### src/itrrs_pkg.sv
`default_nettype none

package itrrs_pkg;

   // Fixed field widths
   localparam int QueueSlots       = 8;
   localparam int QueueIndexWidth  = 3;
   localparam int EventWidth       = 3;
   localparam int IdleLimitWidth   = 16;
   localparam int CsrDataWidth     = 32;
   localparam int CsrAddrWidth     = 3;

   // Queue slots that exist; slots at or above this count are ignored
   localparam int QueueCount       = 8;
   localparam logic [QueueSlots-1:0] SlotMask =
      (QueueCount >= QueueSlots) ? {QueueSlots{1'b1}}
                                 : QueueSlots'((64'd1 << QueueCount) - 64'd1);

   // Default width of the empty-tick counter
   localparam int CountBitsDefault = 16;

   // Register reset values
   localparam logic [QueueSlots-1:0]     InstalledReset = 8'hFF;
   localparam logic [IdleLimitWidth-1:0] IdleLimitReset = 16'd100;

   // Register indexes (word address bit 2)
   typedef enum logic {
      REG_INSTALLED_MASK = 1'b0,
      REG_IDLE_LIMIT     = 1'b1
   } reg_index_type;

   // Scheduling events
   typedef enum logic [EventWidth-1:0] {
      EV_IDLE      = 3'd0,
      EV_LOAD_REQ  = 3'd1,
      EV_LOAD_DONE = 3'd2,
      EV_LOAD_FAIL = 3'd3,
      EV_EXECUTE   = 3'd4,
      EV_WAIT      = 3'd5,
      EV_RELEASE   = 3'd6
   } ev_type;

   // One scheduling tick
   typedef struct packed {
      logic [QueueSlots-1:0] pending_mask;
      logic                  load_ok;
   } tick_type;

   // Configuration seen by the scheduler
   typedef struct packed {
      logic [QueueSlots-1:0]     installed_mask;
      logic [IdleLimitWidth-1:0] idle_limit;
   } cfg_type;

   // Index of the lowest set bit, zero when none is set
   function automatic logic [QueueIndexWidth-1:0] lowest_bit(input logic [QueueSlots-1:0] m);
      logic [QueueIndexWidth-1:0] idx;
      idx = '0;
      for (int i = QueueSlots - 1; i >= 0; i--) begin
         if (m[i]) idx = QueueIndexWidth'(i);
      end
      return idx;
   endfunction

endpackage

`default_nettype wire

### src/itrrs_csr.sv
`default_nettype none

module itrrs_csr (
   input  wire logic                               clock,
   input  wire logic                               reset,
   input  wire logic                               csr_psel,
   input  wire logic                               csr_penable,
   input  wire logic                               csr_pwrite,
   input  wire logic [itrrs_pkg::CsrAddrWidth-1:0] csr_paddr,
   input  wire logic [itrrs_pkg::CsrDataWidth-1:0] csr_pwdata,
   output logic      [itrrs_pkg::CsrDataWidth-1:0] csr_prdata,
   output logic                                    csr_pready,
   output itrrs_pkg::cfg_type                      cfg
);
   import itrrs_pkg::*;

   logic [QueueSlots-1:0]     installed_ff;
   logic [IdleLimitWidth-1:0] idle_limit_ff;
   logic                      write_en;
   reg_index_type             reg_sel;

   assign csr_pready = 1'b1;
   assign write_en   = csr_psel && csr_penable && csr_pwrite;
   assign reg_sel    = reg_index_type'(csr_paddr[2]);

   // Write registers in the access cycle
   always_ff @(posedge clock) begin
      if (reset) begin
         installed_ff  <= InstalledReset;
         idle_limit_ff <= IdleLimitReset;
      end else if (write_en) begin
         case (reg_sel)
            REG_INSTALLED_MASK: installed_ff  <= csr_pwdata[QueueSlots-1:0];
            REG_IDLE_LIMIT:     idle_limit_ff <= csr_pwdata[IdleLimitWidth-1:0];
            default: ;
         endcase
      end
   end

   // Return the selected register
   always_comb begin
      case (reg_sel)
         REG_INSTALLED_MASK: csr_prdata = CsrDataWidth'(installed_ff);
         REG_IDLE_LIMIT:     csr_prdata = CsrDataWidth'(idle_limit_ff);
         default:            csr_prdata = '0;
      endcase
   end

   assign cfg.installed_mask = installed_ff;
   assign cfg.idle_limit     = idle_limit_ff;

endmodule

`default_nettype wire

### src/itrrs_input_stage.sv
`default_nettype none

module itrrs_input_stage (
   input  wire logic                             clock,
   input  wire logic                             reset,
   input  wire logic                             req_valid,
   output logic                                  req_ready,
   input  wire logic [itrrs_pkg::QueueSlots-1:0] req_pending_mask,
   input  wire logic                             req_load_ok,
   output logic                                  tick_valid,
   input  wire logic                             tick_ready,
   output itrrs_pkg::tick_type                   tick
);
   import itrrs_pkg::*;

   logic     valid_ff;
   logic     valid_in;
   tick_type tick_ff;

   // Take a new word when empty or when the held one moves on
   assign req_ready = !valid_ff || tick_ready;
   assign valid_in  = req_ready ? req_valid : valid_ff;

   always_ff @(posedge clock) begin
      if (reset) begin
         valid_ff <= 1'b0;
      end else begin
         valid_ff <= valid_in;
      end
   end

   // Hold the payload until it is consumed
   always_ff @(posedge clock) begin
      if (req_ready && req_valid) begin
         tick_ff.pending_mask <= req_pending_mask;
         tick_ff.load_ok      <= req_load_ok;
      end
   end

   assign tick_valid = valid_ff;
   assign tick       = tick_ff;

endmodule

`default_nettype wire

### src/itrrs_sched_core.sv
`default_nettype none

module itrrs_sched_core #(
   parameter int COUNT_BITS = itrrs_pkg::CountBitsDefault
) (
   input  wire logic                                  clock,
   input  wire logic                                  reset,
   input  wire itrrs_pkg::cfg_type                    cfg,
   input  wire logic                                  tick_valid,
   output logic                                       tick_ready,
   input  wire itrrs_pkg::tick_type                   tick,
   output logic                                       rsp_valid,
   input  wire logic                                  rsp_ready,
   output logic      [itrrs_pkg::EventWidth-1:0]      rsp_event_res,
   output logic      [itrrs_pkg::QueueIndexWidth-1:0] rsp_queue_index,
   output logic      [itrrs_pkg::QueueSlots-1:0]      rsp_dropped_mask
);
   import itrrs_pkg::*;

   localparam int LimW = (COUNT_BITS > IdleLimitWidth) ? COUNT_BITS : IdleLimitWidth;

   // Scheduler state
   logic [QueueSlots-1:0]      dropped_ff, dropped_in;
   logic [QueueSlots-1:0]      snap_ff, snap_in;
   logic [QueueIndexWidth-1:0] current_ff, current_in;
   logic                       serving_ff, serving_in;
   logic                       loading_ff, loading_in;
   logic [COUNT_BITS-1:0]      count_ff, count_in;

   // Result register
   logic                       rsp_valid_ff;
   ev_type                     event_ff;
   logic [QueueIndexWidth-1:0] queue_ff;
   logic [QueueSlots-1:0]      rsp_dropped_ff;

   logic                       advance;
   logic [QueueSlots-1:0]      installed;
   logic                       single;
   logic [QueueSlots-1:0]      usable;
   logic [QueueSlots-1:0]      qbit;
   logic [QueueSlots-1:0]      snap_base;
   logic [QueueSlots-1:0]      avail;
   logic [COUNT_BITS-1:0]      count_inc;
   logic [LimW-1:0]            lim_ext;
   logic [LimW-1:0]            cmax_ext;
   logic [LimW-1:0]            lim;
   logic                       lim_zero;
   ev_type                     ev_c;
   logic [QueueIndexWidth-1:0] q_c;

   // Move a word when the result register can take it
   assign tick_ready = !rsp_valid_ff || rsp_ready;
   assign advance    = tick_valid && tick_ready;

   // Decode configuration and current state
   assign installed = cfg.installed_mask & SlotMask;
   assign single    = (installed != '0) && ((installed & (installed - QueueSlots'(1))) == '0);
   assign usable    = installed & ~dropped_ff;
   assign qbit      = QueueSlots'(1) << current_ff;
   assign snap_base = ((snap_ff & usable) == '0) ? (tick.pending_mask & usable) : snap_ff;
   assign avail     = snap_base & usable;

   // Effective limit is the smaller of the register and the counter ceiling
   assign count_inc = (count_ff == {COUNT_BITS{1'b1}}) ? count_ff : count_ff + COUNT_BITS'(1);
   assign lim_ext   = LimW'(cfg.idle_limit);
   assign cmax_ext  = LimW'({COUNT_BITS{1'b1}});
   assign lim       = (lim_ext > cmax_ext) ? cmax_ext : lim_ext;
   assign lim_zero  = (cfg.idle_limit == '0);

   // Decide the event and next state for one tick
   always_comb begin
      dropped_in = dropped_ff;
      snap_in    = snap_ff;
      current_in = current_ff;
      serving_in = serving_ff;
      loading_in = loading_ff;
      count_in   = count_ff;
      ev_c       = EV_IDLE;
      q_c        = '0;
      if (loading_ff) begin
         loading_in = 1'b0;
         q_c        = current_ff;
         if (tick.load_ok) begin
            serving_in = 1'b1;
            count_in   = '0;
            ev_c       = EV_LOAD_DONE;
         end else begin
            dropped_in = dropped_ff | qbit;
            snap_in    = snap_ff & ~qbit;
            ev_c       = EV_LOAD_FAIL;
         end
      end else if (serving_ff) begin
         q_c = current_ff;
         if (!single && lim_zero) begin
            ev_c = EV_RELEASE;
         end else if ((tick.pending_mask & qbit) != '0) begin
            count_in = '0;
            ev_c     = EV_EXECUTE;
         end else if (single) begin
            ev_c = EV_WAIT;
         end else begin
            count_in = count_inc;
            ev_c     = (LimW'(count_inc) >= lim) ? EV_RELEASE : EV_WAIT;
         end
         if (ev_c == EV_RELEASE) begin
            serving_in = 1'b0;
            count_in   = '0;
            snap_in    = snap_ff & ~qbit;
         end
      end else if (single) begin
         if (usable != '0) begin
            current_in = lowest_bit(usable);
            loading_in = 1'b1;
            q_c        = lowest_bit(usable);
            ev_c       = EV_LOAD_REQ;
         end
      end else begin
         snap_in = snap_base;
         if (avail != '0) begin
            current_in = lowest_bit(avail);
            loading_in = 1'b1;
            q_c        = lowest_bit(avail);
            ev_c       = EV_LOAD_REQ;
         end
      end
   end

   // Advance state on each consumed word
   always_ff @(posedge clock) begin
      if (reset) begin
         dropped_ff <= '0;
         snap_ff    <= '0;
         current_ff <= '0;
         serving_ff <= 1'b0;
         loading_ff <= 1'b0;
         count_ff   <= '0;
      end else if (advance) begin
         dropped_ff <= dropped_in;
         snap_ff    <= snap_in;
         current_ff <= current_in;
         serving_ff <= serving_in;
         loading_ff <= loading_in;
         count_ff   <= count_in;
      end
   end

   // Hold the result until taken
   always_ff @(posedge clock) begin
      if (reset) begin
         rsp_valid_ff <= 1'b0;
      end else if (tick_ready) begin
         rsp_valid_ff <= tick_valid;
      end
   end

   always_ff @(posedge clock) begin
      if (advance) begin
         event_ff       <= ev_c;
         queue_ff       <= q_c;
         rsp_dropped_ff <= dropped_in;
      end
   end

   assign rsp_valid        = rsp_valid_ff;
   assign rsp_event_res    = event_ff;
   assign rsp_queue_index  = queue_ff;
   assign rsp_dropped_mask = rsp_dropped_ff;

`ifndef SYNTHESIS
   a_load_serve_excl: assert property (@(posedge clock) disable iff (reset)
      !(loading_ff && serving_ff))
      else $error("loading and serving both set");

   a_req_sets_loading: assert property (@(posedge clock) disable iff (reset)
      (advance && ev_c == EV_LOAD_REQ) |=> loading_ff)
      else $error("load request did not enter loading");

   a_dropped_sticky: assert property (@(posedge clock) disable iff (reset)
      advance |=> ((dropped_ff & $past(dropped_ff)) == $past(dropped_ff)))
      else $error("dropped queue came back");

   a_fail_marks_drop: assert property (@(posedge clock) disable iff (reset)
      (rsp_valid_ff && event_ff == EV_LOAD_FAIL) |-> rsp_dropped_ff[queue_ff])
      else $error("failed load not reported as dropped");
`endif

endmodule

`default_nettype wire

### src/idle_timeout_round_robin_switch.sv
// A tick is held in the input register, and its result in the result register, which
// keeps it until the result side takes it.
// Throughput: one tick per cycle while the result side does not stall; the decision is one pass of priority pick,
// mask update and counter compare between the input and result registers.
// Reset (synchronous, active high) clears the scheduler state and both valid
// flags, and sets installed_mask to 255 and idle_limit to 100.
`default_nettype none

module idle_timeout_round_robin_switch #(
   parameter int COUNT_BITS = itrrs_pkg::CountBitsDefault
) (
   input  wire logic                                  clock,
   input  wire logic                                  reset,
   input  wire logic                                  req_valid,
   output logic                                       req_ready,
   input  wire logic [itrrs_pkg::QueueSlots-1:0]      req_pending_mask,
   input  wire logic                                  req_load_ok,
   output logic                                       rsp_valid,
   input  wire logic                                  rsp_ready,
   output logic      [itrrs_pkg::EventWidth-1:0]      rsp_event_res,
   output logic      [itrrs_pkg::QueueIndexWidth-1:0] rsp_queue_index,
   output logic      [itrrs_pkg::QueueSlots-1:0]      rsp_dropped_mask,
   input  wire logic                                  csr_psel,
   input  wire logic                                  csr_penable,
   input  wire logic                                  csr_pwrite,
   input  wire logic [itrrs_pkg::CsrAddrWidth-1:0]    csr_paddr,
   input  wire logic [itrrs_pkg::CsrDataWidth-1:0]    csr_pwdata,
   output logic      [itrrs_pkg::CsrDataWidth-1:0]    csr_prdata,
   output logic                                       csr_pready
);
   import itrrs_pkg::*;

   cfg_type  cfg;
   tick_type tick;
   logic     tick_valid;
   logic     tick_ready;

   itrrs_csr u_csr (
      .clock       (clock),
      .reset       (reset),
      .csr_psel    (csr_psel),
      .csr_penable (csr_penable),
      .csr_pwrite  (csr_pwrite),
      .csr_paddr   (csr_paddr),
      .csr_pwdata  (csr_pwdata),
      .csr_prdata  (csr_prdata),
      .csr_pready  (csr_pready),
      .cfg         (cfg)
   );

   itrrs_input_stage u_input (
      .clock            (clock),
      .reset            (reset),
      .req_valid        (req_valid),
      .req_ready        (req_ready),
      .req_pending_mask (req_pending_mask),
      .req_load_ok      (req_load_ok),
      .tick_valid       (tick_valid),
      .tick_ready       (tick_ready),
      .tick             (tick)
   );

   itrrs_sched_core #(
      .COUNT_BITS (COUNT_BITS)
   ) u_core (
      .clock            (clock),
      .reset            (reset),
      .cfg              (cfg),
      .tick_valid       (tick_valid),
      .tick_ready       (tick_ready),
      .tick             (tick),
      .rsp_valid        (rsp_valid),
      .rsp_ready        (rsp_ready),
      .rsp_event_res    (rsp_event_res),
      .rsp_queue_index  (rsp_queue_index),
      .rsp_dropped_mask (rsp_dropped_mask)
   );

endmodule

`default_nettype wire

### config.mk
export PLATFORM = sky130hd
export DESIGN_NAME = idle_timeout_round_robin_switch
export DESIGN_NICKNAME = d
export VERILOG_FILES = /design/src/itrrs_pkg.sv /design/src/itrrs_csr.sv /design/src/itrrs_input_stage.sv /design/src/itrrs_sched_core.sv /design/src/idle_timeout_round_robin_switch.sv
export SDC_FILE = /design/constraint.sdc
export NUM_CORES = 1
export LEC_CHECK = 0
export ABC_AREA = 1
export BUFFER_PORTS_ARGS = -buffer_cell sky130_fd_sc_hd__buf_2
export CORE_MARGIN = 1.5
export CORE_UTILIZATION = 30
export DETAILED_ROUTE_END_ITERATION = 8
export SLEW_MARGIN = 20
export SYNTH_ARGS = -nofsm -noshare
export SYNTH_HDL_FRONTEND = slang
export SYNTH_SLANG_ARGS = --single-unit
### constraint.sdc
create_clock -name clock -period 4.2 [get_ports clock]
set_clock_uncertainty 0.05 [all_clocks]
set_input_delay 0.42 -clock clock [delete_from_list [all_inputs] [get_ports clock]]
set_output_delay 0.42 -clock clock [all_outputs]
set_load 0.01 [all_outputs]
==> flow_summary_export.csv <==
group,metric,value,unit
critical_path,cp_max_fo,16,
synthesis,async_flop_share,0,
synthesis,synthMuxAreaShare,0,
cts,clock_sinks,86,
route,top_layer_used,"met4",
global_route,grt_usage,0.156,
global_route,grt_max_degree,40,
cts,htreeDepth,3,
route,routed_wl,13.4,mm
placement,hpwl,10.1,mm
synthesis,synth_top_cell_area_share,0.244,
layout,drive_gt1_frac,0.184,
critical_path,start_kind,"flop",
critical_path,path_common_cell,"a21oi_1",
power,powerDensity,368,nW/um^2
global_route,grt_pass1_wl,22.0,mm
synthesis,synth_simple_gate_area_frac,0.279,
route,via_count,4614,
timing,finalMaxSlewViolations,0,
route,wl_met1,6.41,mm
synthesis,synth_top_family_by_area,"simple AND/OR/NAND/NOR gates",
synthesis,synth.distinct_cells,42,
layout,area_delta_synth_final,14.0,%
timing,rsz0062_at_grt,"no",
layout,diodes,0,
outcome,status,"completed",
cts,clock_latency,0.36,ns
cts,cts_tree,"done",
synthesis,yosys.area_share.xor_xnor,0.0152,
synthesis,yosysWarnings,0,
power,p_leak,0.00274,uW
route,drc_errors,0,
critical_path,cp_data_arrival_time,4.06,ns
synthesis,synth-edff-count,23,
critical_path,path_cells,"ha_1 -> inv_1 -> nor2_2 -> nand3_2 -> nor2_1 -> nand3_2 -> nor2_4 -> nor3_1 -> nand2_1 -> xor2_1 -> ha_1 -> a21oi_1 -> o21ai_0 -> a21oi_1 -> nand3_1 -> nand3_1 -> nand2_2 -> inv_2 -> nand2_2 -> nor2_4 -> nand2_1 -> a21oi_1",
route,firstDrtPassIters,4,
synthesis,postSynthAreaPerCell,7.32,um^2
synthesis,yosysSeqAreaShare,0.377,
floorplanning,dieArea,18000,um^2
synthesis,ys_top_cells_by_count,"158 x nand2_1, 93 x inv_1, 69 x a21oi_1",
timing,tightest_slew,0.923,ns
run,maxCapViolations,0,
cts,clockBufferDepth,2,
floorplanning,chipHeight,134,um
cts,cts.clk_slew.worst_paths,0.07,ns
synthesis,synth_compound_area_frac,0.164,
critical_path,critPathKind,"flop to flop",
global_route,grt_overflow_total,0,
critical_path,end_kind,"flop",
route,routed_via_density,4.67,
timing,period_share,0.912,
cts,cts-buffers-inserted,9,
cts,post_cts_buffers,0,
route,wl_met3,736,um
placement,globalplace.congestion,0.880,
cts,hold_buffers,0,
timing,tns,0,ns
global_route,antenna_found_initial,0,
floorplanning,die_w,134,um
synthesis,ys.flop_type,"dfxtp_1",
floorplanning,io_pins,100,
synthesis,synthAdderAreaFrac,0.0411,
floorplanning,rows,47,
critical_path,slowest_stage,"nor2_4",
layout,fin_util,0.353,
route,wl_met2,6.02,mm
floorplanning,start_util,0.310,
synthesis,synth_area_leaders,"dfxtp_1 24%, edfxtp_1 13%, nand2_1 11%",
synthesis,synthCells,707,
layout,nNetsFinal,831,
synthesis,ys_ff_latch,86,
route,post_drt_wl_per_cell,13.6,um
timing,fmax,261,MHz
timing,post-route-min-period,3.83,ns
timing,setup_viol,0,
timing,slew_headroom,0.383,
power,irDropWorstVdd,0.197,mV
route,ant_nets,0,
critical_path,cp.required,4.43,ns
synthesis,synth_top_area_cell,"dfxtp_1",
cts,clockRootBuffer,"clkbuf_16",
critical_path,slowest_delay,0.42,ns
hold_path,hp-class,"input pin to flop",
global_route,grt_pass1_vias,4196,
placement,numPortBuffers,64,
floorplanning,core,16700,um^2
timing,hold_viol_final,0,
cts,cts.repair.resized,0,
route,drt_iter0_drc,221,
synthesis,post-synth-top-count-cell,"nand2_1",
synthesis,syn-cell-area,5170,um^2
## worst paths after layout
kind                            slack [ns]                              from  cells after the start                               end
worst max-delay path                  0.37   u_core.count_ff[0]$_SDFFE_PP0P_                     22   u_core.count_ff[6]$_SDFFE_PP0P_
worst min-delay path                  0.19               req_pending_mask[3]                      1         u_input.tick[4]$_DFFE_PP_
worst max register to register        0.37   u_core.count_ff[0]$_SDFFE_PP0P_                     22   u_core.count_ff[6]$_SDFFE_PP0P_
worst min register to register        0.45  u_core.count_ff[13]$_SDFFE_PP0P_                      2  u_core.count_ff[13]$_SDFFE_PP0P_
## critical path: cells and delay by family, from the launching register on
kind / cells / cell delay, ns
and+or+nand+nor: 13 / 1.92
AOI/OAI and AO/OA: 4 / 0.51
adders and majority gates: 2 / 0.47
DFF: 1 / 0.40
xor gates and xnor gates: 1 / 0.27
buffers and inverters: 2 / 0.12
## report_power, final
group / internal [uW] / switching, uW
sequential: 891 / 29.6
clock: 518 / 362
combinational: 119 / 248
## registers in the layout, summed over array words and instances, names as in the netlist
name and cells:
u_core.loading_ff 1, u_core.snap_ff 8, u_core.count_ff 16, u_core.serving_ff 1
u_csr.idle_limit_ff 16, u_csr.installed_ff 8, u_input.tick_valid 1, u_core.rsp_queue_index 3
u_core.current_ff 3, u_core.dropped_ff 8, u_input.tick 9, u_core.rsp_valid 1
u_core.rsp_dropped_mask 8, u_core.rsp_event_res 3
## per-stage QoR
step / total power [uW] / instance area [um^2] / instances / setup WS, ns / hold slack [ns]
2_1_floorplan: 1210 / 5230 / 722 / 1.11 / 0.412
3_3_place_gp: 1300 / 5580 / 972 / 0.432 / 0.436
3_5_place_dp: 1300 / 5580 / 972 / 0.432 / 0.440
4_1_cts: 2180 / 5890 / 988 / 0.370 / 0.177
5_1_grt: 2270 / 5890 / 988 / 0.00257 / 0.173
6_report: 2170 / 5890 / 988 / 0.368 / 0.191
## cell type report
class / instances / area (um^2)
clock inverter: 7 / 88.8
multi-input combinational: 501 / 2640
inverter: 98 / 368
tap: 220 / 275
clock buffer: 9 / 225
timing repair buffer: 67 / 343
sequential: 86 / 1950
fill: 1816 / 10800
## per-layer routing
metal  up-vias  global-route usage
met1      2084               0.210
li1       2397                   -
met4         0              0.0556
met2       116               0.248
met3        17              0.0333
met5         -                   0
## layout by cell type (no fill, tap or decap), drive strengths merged, types with 5 or more instances in the layout
cell	n
nand2	175
conb	17
a21oi	83
a31oi	5
buf	67
xor2	8
ha	17
edfxtp	23
o21ai	48
nor2	59
inv	98
nor3	13
dfxtp	63
clkbuf	9
nand4	6
nand3	48
## kinds of logic (layout without fill, tap and decap cells)
kind of cell / after synthesis / in the layout
AO/OA/AOI/OAI: 149 / 149
buffers and inverters: 135 / 181
AND/OR/NAND/NOR: 309 / 309
adder cells (fa/ha/maj): 17 / 17
flip-flops: 86 / 86
XOR/XNOR: 9 / 9
other: 2 / 17
No activity file was read; power rests on OpenSTA's default activity.
